`src/design/md4_block_compression_macros.svh`:
```
// Assertion helpers for the md4 compression RTL.
`ifndef MD4_BLOCK_COMPRESSION_MACROS_SVH
`define MD4_BLOCK_COMPRESSION_MACROS_SVH

// Same-cycle implication, checked outside reset.
`define MD4BC_ASSERT_NOW(label, ante, cons) \
   label: assert property (@(posedge clock) disable iff (reset) (ante) |-> (cons)) \
      else $error("md4bc check failed");

// Next-cycle implication, checked outside reset.
`define MD4BC_ASSERT_NEXT(label, ante, cons) \
   label: assert property (@(posedge clock) disable iff (reset) (ante) |=> (cons)) \
      else $error("md4bc check failed");

`endif

```
`src/design/md4bc_pkg.sv`:
```
package md4bc_pkg;

   localparam int unsigned WORD_W    = 32;
   localparam int unsigned NUM_STEPS = 48;
   localparam int unsigned PC_W      = 6;
   localparam int unsigned BLK_WORDS = 16;
   localparam int unsigned POS_W     = 4;
   localparam int unsigned ROT_W     = 5;

   localparam logic [WORD_W-1:0] K_ROUND2 = 32'h5A82_7999;
   localparam logic [WORD_W-1:0] K_ROUND3 = 32'h6ED9_EBA1;

   localparam logic [WORD_W-1:0] RST_INIT_A = 32'h6745_2301;
   localparam logic [WORD_W-1:0] RST_INIT_B = 32'hEFCD_AB89;
   localparam logic [WORD_W-1:0] RST_INIT_C = 32'h98BA_DCFE;
   localparam logic [WORD_W-1:0] RST_INIT_D = 32'h1032_5476;

   // Configuration register indexes.
   localparam logic [1:0] CSR_INIT_A = 2'd0;
   localparam logic [1:0] CSR_INIT_B = 2'd1;
   localparam logic [1:0] CSR_INIT_C = 2'd2;
   localparam logic [1:0] CSR_INIT_D = 2'd3;

   typedef enum logic [1:0] {
      OP_F   = 2'd0,
      OP_G   = 2'd1,
      OP_H   = 2'd2,
      OP_FIN = 2'd3
   } md4bc_op_type;

   // One microcode word.
   typedef struct packed {
      md4bc_op_type     op;
      logic [1:0]       tgt;
      logic [POS_W-1:0] msg;
      logic [ROT_W-1:0] rot;
   } md4bc_uop_type;

   // Controls from the sequencer to the datapath.
   typedef struct packed {
      logic             load;
      logic             step;
      md4bc_op_type     op;
      logic [1:0]       tgt;
      logic [ROT_W-1:0] rot;
   } md4bc_ctrl_type;

   localparam logic [POS_W-1:0] MSG_ORDER [NUM_STEPS] = '{
      4'd0, 4'd1, 4'd2, 4'd3, 4'd4, 4'd5, 4'd6, 4'd7,
      4'd8, 4'd9, 4'd10, 4'd11, 4'd12, 4'd13, 4'd14, 4'd15,
      4'd0, 4'd4, 4'd8, 4'd12, 4'd1, 4'd5, 4'd9, 4'd13,
      4'd2, 4'd6, 4'd10, 4'd14, 4'd3, 4'd7, 4'd11, 4'd15,
      4'd0, 4'd8, 4'd4, 4'd12, 4'd2, 4'd10, 4'd6, 4'd14,
      4'd1, 4'd9, 4'd5, 4'd13, 4'd3, 4'd11, 4'd7, 4'd15
   };

   localparam logic [ROT_W-1:0] SHIFT_AMT [12] = '{
      5'd3, 5'd7, 5'd11, 5'd19,
      5'd3, 5'd5, 5'd9,  5'd13,
      5'd3, 5'd9, 5'd11, 5'd15
   };

   // Microcode store: steps 0..47 run the rounds, anything past is the finish step.
   function automatic md4bc_uop_type md4bc_ucode(input logic [PC_W-1:0] pc);
      md4bc_uop_type u;
      u.op  = OP_FIN;
      u.tgt = 2'd0;
      u.msg = '0;
      u.rot = '0;
      if (pc < PC_W'(NUM_STEPS)) begin
         unique case (pc[5:4])
            2'd0:    u.op = OP_F;
            2'd1:    u.op = OP_G;
            default: u.op = OP_H;
         endcase
         // target cycles A, D, C, B
         u.tgt = 2'(2'd0 - pc[1:0]);
         u.msg = MSG_ORDER[pc];
         u.rot = SHIFT_AMT[{pc[5:4], pc[1:0]}];
      end
      return u;
   endfunction

endpackage

```
`src/design/md4_block_compression.sv`:
```
// MD4 block compression engine.
// req channel: one 32-bit message word per transfer, already little-endian;
// tuser marks the first word of a message, which reloads the chaining words
// from the init_a..init_d registers and restarts the block at word 0.
// rsp channel: one 128-bit word after every sixteenth input word, holding the
// updated chaining words A..D.
// csr channel: register index and data, always ready; write only while idle.
// Timing: words are taken one per cycle until the sixteenth. That word starts
// a microcoded run of 48 round steps, one step per cycle through a single
// adder/rotate datapath, then one finish step that adds into the chaining
// words and loads the output register. req_tready is low from the sixteenth
// word until the finish step has completed.
// If the receiver stalls, the finish step waits until the output register
// frees up; a new block can still be collected while a result is pending.
// Reset restores the init registers and chaining words to the standard MD4
// start values and clears the word position.
module md4_block_compression (
   input  logic                             clock,
   input  logic                             reset,
   input  logic                             req_tvalid,
   output logic                             req_tready,
   input  logic [md4bc_pkg::WORD_W-1:0]     req_tdata,   // message_word
   input  logic                             req_tuser,   // start_message
   output logic                             rsp_tvalid,
   input  logic                             rsp_tready,
   output logic [4*md4bc_pkg::WORD_W-1:0]   rsp_tdata,   // hash_a, hash_b, hash_c, hash_d
   input  logic                             csr_valid,
   output logic                             csr_ready,
   input  logic [1:0]                       csr_index,
   input  logic [md4bc_pkg::WORD_W-1:0]     csr_data
);
   import md4bc_pkg::*;

   `include "md4_block_compression_macros.svh"

   logic [3:0][WORD_W-1:0]     init_ff, init_in;
   logic [3:0][WORD_W-1:0]     chain_ff, chain_in;
   logic [WORD_W-1:0]          blk_ff [BLK_WORDS];
   logic [POS_W-1:0]           pos_ff, pos_in, pos_wr;
   logic                       busy_ff, busy_in;
   logic [PC_W-1:0]            pc_ff, pc_in;
   logic                       rsp_valid_ff, rsp_valid_in;
   logic [4*WORD_W-1:0]        rsp_data_ff;
   logic [3:0][WORD_W-1:0]     sums;
   logic [3:0][WORD_W-1:0]     work;
   md4bc_uop_type              uop;
   md4bc_ctrl_type             ctrl;
   logic                       req_fire, last_word, fin_fire;

   assign req_tready = !busy_ff;
   assign csr_ready  = 1'b1;
   assign rsp_tvalid = rsp_valid_ff;
   assign rsp_tdata  = rsp_data_ff;

   assign req_fire  = req_tvalid && req_tready;
   assign pos_wr    = req_tuser ? '0 : pos_ff;
   assign last_word = (pos_wr == POS_W'(BLK_WORDS - 1));

   assign uop      = md4bc_ucode(pc_ff);
   assign fin_fire = busy_ff && (uop.op == OP_FIN) && (!rsp_valid_ff || rsp_tready);

   always_comb begin
      ctrl.load = req_fire && last_word;
      ctrl.step = busy_ff && (uop.op != OP_FIN);
      ctrl.op   = uop.op;
      ctrl.tgt  = uop.tgt;
      ctrl.rot  = uop.rot;
   end

   md4bc_core u_core (
      .clock    (clock),
      .ctrl     (ctrl),
      .chain    (chain_ff),
      .msg_word (blk_ff[uop.msg]),
      .work     (work)
   );

   always_comb begin
      for (int i = 0; i < 4; i++) begin
         sums[i] = chain_ff[i] + work[i];
      end
   end

   always_comb begin
      init_in = init_ff;
      if (csr_valid && csr_ready) begin
         unique case (csr_index)
            CSR_INIT_A: init_in[0] = csr_data;
            CSR_INIT_B: init_in[1] = csr_data;
            CSR_INIT_C: init_in[2] = csr_data;
            CSR_INIT_D: init_in[3] = csr_data;
            default:    init_in = init_ff;
         endcase
      end
   end

   always_comb begin
      chain_in     = chain_ff;
      pos_in       = pos_ff;
      busy_in      = busy_ff;
      pc_in        = pc_ff;
      rsp_valid_in = rsp_valid_ff;
      if (rsp_valid_ff && rsp_tready) begin
         rsp_valid_in = 1'b0;
      end
      if (req_fire) begin
         if (req_tuser) begin
            chain_in = init_ff;
         end
         pos_in = pos_wr + POS_W'(1);
         if (last_word) begin
            busy_in = 1'b1;
            pc_in   = '0;
         end
      end
      if (busy_ff) begin
         if (uop.op != OP_FIN) begin
            pc_in = pc_ff + PC_W'(1);
         end else if (fin_fire) begin
            // finish step: fold into chaining words and return to idle
            chain_in     = sums;
            rsp_valid_in = 1'b1;
            busy_in      = 1'b0;
            pc_in        = '0;
         end
      end
   end

   always_ff @(posedge clock) begin
      if (reset) begin
         init_ff      <= {RST_INIT_D, RST_INIT_C, RST_INIT_B, RST_INIT_A};
         chain_ff     <= {RST_INIT_D, RST_INIT_C, RST_INIT_B, RST_INIT_A};
         pos_ff       <= '0;
         busy_ff      <= 1'b0;
         pc_ff        <= '0;
         rsp_valid_ff <= 1'b0;
      end else begin
         init_ff      <= init_in;
         chain_ff     <= chain_in;
         pos_ff       <= pos_in;
         busy_ff      <= busy_in;
         pc_ff        <= pc_in;
         rsp_valid_ff <= rsp_valid_in;
      end
   end

   always_ff @(posedge clock) begin
      if (req_fire) begin
         blk_ff[pos_wr] <= req_tdata;
      end
      if (fin_fire) begin
         rsp_data_ff <= sums;
      end
   end

   `MD4BC_ASSERT_NEXT(a_block_starts_run, req_fire && last_word, busy_ff && pc_ff == '0)
   `MD4BC_ASSERT_NEXT(a_pc_advances, busy_ff && uop.op != OP_FIN,
      busy_ff && pc_ff == $past(pc_ff) + PC_W'(1))
   `MD4BC_ASSERT_NEXT(a_finish_emits, fin_fire, !busy_ff && rsp_tvalid)
   `MD4BC_ASSERT_NOW(a_pc_in_range, busy_ff, pc_ff <= PC_W'(NUM_STEPS))

endmodule

```
`src/design/md4bc_core.sv`:
```
module md4bc_core (
   input  logic                                   clock,
   input  md4bc_pkg::md4bc_ctrl_type              ctrl,
   input  logic [3:0][md4bc_pkg::WORD_W-1:0]      chain,
   input  logic [md4bc_pkg::WORD_W-1:0]           msg_word,
   output logic [3:0][md4bc_pkg::WORD_W-1:0]      work
);
   import md4bc_pkg::*;

   logic [3:0][WORD_W-1:0] w_ff;
   logic [3:0][WORD_W-1:0] w_in;
   logic [WORD_W-1:0]      x, y, z, f, sum;
   logic [2*WORD_W-1:0]    dbl;

   always_comb begin
      x = w_ff[2'(ctrl.tgt + 2'd1)];
      y = w_ff[2'(ctrl.tgt + 2'd2)];
      z = w_ff[2'(ctrl.tgt + 2'd3)];
      unique case (ctrl.op)
         OP_F:    f = (x & y) | (~x & z);
         OP_G:    f = ((x & y) | (x & z) | (y & z)) + K_ROUND2;
         OP_H:    f = (x ^ y ^ z) + K_ROUND3;
         default: f = '0;
      endcase
      sum = w_ff[ctrl.tgt] + f + msg_word;
      dbl = {sum, sum} << ctrl.rot;
   end

   always_comb begin
      w_in = w_ff;
      if (ctrl.load) begin
         w_in = chain;
      end else if (ctrl.step) begin
         w_in[ctrl.tgt] = dbl[2*WORD_W-1:WORD_W];
      end
   end

   always_ff @(posedge clock) begin
      w_ff <= w_in;
   end

   assign work = w_ff;

endmodule
```
`config.mk`:
```
export PLATFORM = sky130hd
export DESIGN_NAME = md4_block_compression
export DESIGN_NICKNAME = d
export VERILOG_FILES = /design/src/design/md4bc_pkg.sv /design/src/design/md4_block_compression.sv /design/src/design/md4bc_core.sv
export VERILOG_INCLUDE_DIRS = /design/src /design/src/design
export SDC_FILE = /design/constraint.sdc
export NUM_CORES = 2
export LEC_CHECK = 0
export ABC_AREA = 1
export BUFFER_PORTS_ARGS = -buffer_cell sky130_fd_sc_hd__buf_2
export CAP_MARGIN = 30
export CORE_UTILIZATION = 50
export DETAILED_ROUTE_END_ITERATION = 8
export GPL_TIMING_DRIVEN = 0
export MAX_ROUTING_LAYER = met4
export PLACE_DENSITY = 0.66
export REMOVE_ABC_BUFFERS = 1
export SLEW_MARGIN = 20
export SYNTH_ARGS = -nofsm -noshare
export SYNTH_HDL_FRONTEND = slang
export SYNTH_HIERARCHICAL = 1
export SYNTH_SLANG_ARGS = --single-unit
export TNS_END_PERCENT = 30
```
`constraint.sdc`:
```
create_clock -name clock -period 19.9 [get_ports clock]
set_input_delay 3.98 -clock clock [delete_from_list [all_inputs] [get_ports clock]]
set_output_delay 3.98 -clock clock [all_outputs]
set_load 0.02 [all_outputs]
```
* Word-level counts from Yosys, hierarchy flattened
Memories as Yosys holds them, arrays and structs flattened.
Cells that the tools add are included.
** Cells by class
- Multiplexer cells :: 42
- Equal/unequal tests :: 9
- Bitwise operators :: 12
- Add/subtract/negate cells :: 14
- Shift operators :: 1
- Divide/modulo/power cells :: 0
- Multiply operators :: 0
- Magnitude comparators :: 8
- Reduce and logical (&&, ||, !) cells :: 18
** Operators by type and width (count)
- 128-bit 2-to-1 mux :: 7
- 32-bit binary-select mux with 2-bit select :: 4
- 32-bit adder :: 6
- 32-bit 2-to-1 mux :: 5
- 32-bit AND :: 4
- 128-bit bitwise mux :: 1
- 32-bit bitwise OR :: 3
- 32-bit case mux with 3 select lines :: 1
- 32-bit by 31-bit adder with 32-bit output (second input constant) :: 2
- 32-bit demux with 2-bit select :: 1
- 64-bit by 5-bit << shifter with 64-bit output :: 1
- 32-bit XOR :: 2
- 32-bit NOT :: 1
- 6-bit 2-to-1 mux :: 5
- 13-bit 2-to-1 mux :: 1
- 2-bit by 3-bit < comparator with 1-bit output (second input constant) :: 4
- 4-bit 2-to-1 mux :: 3
- 1-bit 2-to-1 mux :: 11
- 5-bit 2-to-1 mux :: 2
- 2-bit equality test (second input constant) :: 4
- 2-bit AND reduction :: 4
- 7-bit >= comparator (second input constant) :: 1
- 1-bit logical AND :: 7
- 6-bit NOT with 7-bit output :: 1
- 17 further kinds :: 23
** Storage, ports and cells
- Flip-flop bits (word level) :: 524
- Bits in writable memories :: 512
- Logic and storage cells :: 124
- Memories :: 3
- Bits in latches :: 0
- Bits in read-only memories :: 336
** Memories
- blk_ff :: depth 16, width 32, read ports 1, clocked after Yosys merged registers in 0, write ports 1, RTL line md4_block_compression.sv:38 : logic [WORD_W-1:0] blk_ff [BLK_WORDS];
- (no name shown) :: depth 64, width 4, read ports 1, clocked after Yosys merged registers in 0, write ports 0, RTL line md4bc_pkg.sv:78 : u.msg = MSG_ORDER[pc];
- (no name shown) :: depth 16, width 5, read ports 1, clocked after Yosys merged registers in 0, write ports 0, RTL line md4bc_pkg.sv:79 : u.rot = SHIFT_AMT[{pc[5:4], pc[1:0]}];

* Depth between registers and ports, before layout
- Depth after elaboration :: 19
- Gate-level depth with buffers :: 51

* Modules after synthesis
Netlist, hierarchy kept.
** By module, submodules not included
- md4_block_compression :: area an instance 44526.5 sq um, cells each 5041, times used 1
- md4bc_core :: area an instance 16505.8 sq um, cells each 2407, times used 1

* Worst setup path before layout
No wires, ideal clock.
- Path type :: input to register
- Start point :: input port req_tuser
- End point :: register u_core.w_ff (netlist bit u_core/work[0]) (enable)
- Arrival time :: 7.790 ns
- Cell stages on the path :: 12
- Setup slack :: 11.644 ns
- Buffers on the path :: 2
- Required time :: 19.434 ns
- Cell sequence :: inv_1 > nand2_1 > inv_1 > ha_1 > inv_1 > nor2_1 > inv_1 > nor2_1 > clkbuf_1 > clkbuf_1 > inv_1 > o21ai_0
** RTL lines
- start, declared :: RTL line md4_block_compression.sv:23 : input logic req_tuser,
- end signal, assigned :: RTL line md4bc_core.sv:39 : w_ff <= w_in;
- end, declared :: RTL line md4bc_core.sv:10 : logic [3:0][WORD_W-1:0] w_ff;

==> flow_summary_export.csv <==
group,metric,value,unit
run_status,outcome,"complete, no violations",
final_layout,design_area,68800,µm²
yosys,synth_cell_types,63,
clocking,tritoncts,"built",
timing,fin_crit,12.45,ns
power,power_leakage,29.5,nW
place,dpl.hpwl,167,mm
timing,hold_viol,0,
final_layout,drive_above_1_share,0.0943,
yosys,syn_area,61000,µm²
yosys,synthArstFlopShare,0,
timing,setup_viol,0,
clocking,cts-root-buf,"clkbuf_16",
power,peakVddDrop,81.0,µV
final_layout,multiInputGateArea,27800,µm²
clocking,hold_buffers,0,
worst_setup_path,end_kind,"flip-flop",
yosys,synth_ff_type,"edfxtp_1",
power,finalPower,0.00486,W
clocking,clock-sinks,1036,
drt,drt-pass1-iter-count,8,
floorplan,initial_core_util,0.507,
worst_setup_path,critPathMaxFanout,65,
drt,via_per_inst,5.79,
power,powerDensity,70.6,nW/µm²
drt,drt_iter0_markers,6385,
clocking,cts_resized,0,
floorplan,fp.dieW,351,µm
final_layout,fin_nets,7843,
final_layout,seqCellArea,28400,µm²
global_route,grt_max_degree,109,
timing,slew_viol_final,0,
yosys,synth-edff-count,768,
clocking,clk_pin_slew,0.06,ns
clocking,post_cts_buffers,0,
worst_setup_path,path_common_cell,"nand2_1",
floorplan,core-area,120000,µm²
place,portBuffers,201,
yosys,avgSynthCellArea,8.19,µm²
floorplan,io_pins,203,
worst_setup_path,worstSetupPathType,"flip-flop to flip-flop",
yosys,ys_seq_elements,1036,
drt,ant_nets,0,
worst_setup_path,crit_path_max_incr_delay,0.90,ns
final_layout,utilization,0.571,
yosys,ys_seq_area_frac,0.466,
final_layout,nFillCells,11031,
timing,worstMarginPinSlew,1.00,ns
timing,rsz0062_at_grt,"no",
timing,fin_crit_sh,0.625,
place,postPlaceCellArea,65200,µm²
clocking,clk_latency,0.73,ns
drt,routed-via-count,53568,
global_route,grt_pass1_vias,48794,
timing,final.setup_skew,0.0315,ns
floorplan,die_y,351,µm
timing,fmax,80.3,MHz
worst_setup_path,worst_setup_path_start_kind,"flip-flop",
drt,drc_errors,0,
global_route,grt_pass1_wl,319,mm
global_route,antenna_found_initial,21,
drt,drt-total-wl,221,mm
global_route,grt.overflow.total,0,
worst_setup_path,slowest_stage,"dfxtp_1",
clocking,h-tree-depth,3,
yosys,yosysWarnings,6,
clocking,clockBufferDepth,3,
final_layout,area_delta_synth_final,12.8,%
drt,wl_per_cell,23.9,µm
global_route,grt_use_total,0.363,
place,gp_congestion,1.05,
worst_hold_path,min_path_type,"flip-flop to flip-flop",
worst_setup_path,required,20.36,ns
timing,relSlewSlack,0.323,
floorplan,die_area,123000,µm²
yosys,syn_inst,7448,
clocking,cts_made_buffers,108,
worst_setup_path,arrival,12.90,ns
floorplan,row_count,127,
job,maxCapViolCount,0,
-- where the power goes --
part | switching, W | total (W) | internal [W] | leakage, nW
clock network | 0.000871 | 0.00203 | 0.00115 | 1.74
registers | 0.0000173 | 0.00237 | 0.00235 | 9.08
logic | 0.000339 | 0.000469 | 0.000131 | 18.7
total | 0.00123 | 0.00486 | 0.00363 | 29.5
-- final timing paths --
path                                  start              end  slack [ns]  cells after the start
worst max register to register     pc_ff[5]  u_core/work[62]        7.45                     47
worst min-delay path            init_ff[60]      init_ff[60]        0.45                      2
worst max-delay path               pc_ff[5]  u_core/work[62]        7.45                     47
worst min register to register  init_ff[60]      init_ff[60]        0.45                      2
-- Yosys cell counts (all sizes together) (37+ instances only) --
cell type	instances	area, µm²
a21oi	336	1720
and2	37	231
buf	127	632
clkbuf	207	777
dfxtp	268	5370
edfxtp	768	23100
fa	68	1360
ha	169	2110
inv	998	3750
mux2i	72	721
nand2	2018	7590
nand3	747	4220
nor2	381	1470
nor3	37	196
o211ai	325	2440
o21ai	554	2790
or2	48	300
xor2	52	455
-- state kept, by name, indices dropped and copies added, names as in the netlist --
register,cells
u_core/work,128
pc_ff,6
rsp_tdata,128
rsp_tvalid,1
busy_ff,1
chain_ff,128
init_ff,128
pos_ff,4
blk_ff,512
-- worst max-delay path, delay by kind of cell, from the launching register on --
kind | cells | cell delay, ns
AND/OR/NAND/NOR | 28 | 4.69
buffers and inverters | 10 | 3.17
adder cells (fa/ha/maj) | 5 | 2.03
AO/OA/AOI/OAI | 4 | 1.20
flip-flops | 1 | 0.90
-- logic make-up after synthesis --
logic type / count (synthesis) / share of synthesized area
compound gates: 1363 / 0.133
fa+ha+maj: 237 / 0.0570
flops: 1036 / 0.466
buf+inv: 1335 / 0.0847
other cells: 1 / 0.0000614
simple gates: 3316 / 0.235
mux: 72 / 0.0118
xor+xnor: 88 / 0.0126
-- placed cells by master, fill, tap and decap left out, types with 201 or more instances in the layout --
cell and n:
nand2_1 2008, inv_1 974, edfxtp_1 768, nand3_1 650, o21ai_0 523, nor2_1 345
a21oi_1 327, o211ai_1 325, dfxtp_1 268, buf_2 201
-- stage by stage --
stage                     hold WS, ns  std cells  setup WS, ns  setup TNS (ns)
after global placement          0.435       8927         -4.22         -500.75
after floorplan                 0.427       7114          3.19               0
after detailed placement        0.443       9033          7.91               0
after global routing            0.470       9244          6.79               0
after CTS                       0.452       9232          7.92               0
final                           0.449       9244          7.45               0
-- metal layers --
| layer | vias up | global-route usage | routed length, µm |
|---|---|---|---|
| li1 | 25178 | - | - |
| met1 | 25498 | 0.496 | 94300 |
| met2 | 2461 | 0.543 | 97700 |
| met3 | 431 | 0.0695 | 21000 |
| met4 | 0 | 0.122 | 8150 |
| met5 | - | - | 0 |
-- cell type report --
type	instances	share of cell area
antenna	9	0.000327
clock buffer	152	0.0453
clock inverter	47	0.00582
inverter	1001	0.0550
multi-input combinational	5077	0.404
sequential	1036	0.413
tap	1612	0.0293
timing repair buffer	310	0.0474
(Power assumes the default switching activity.)
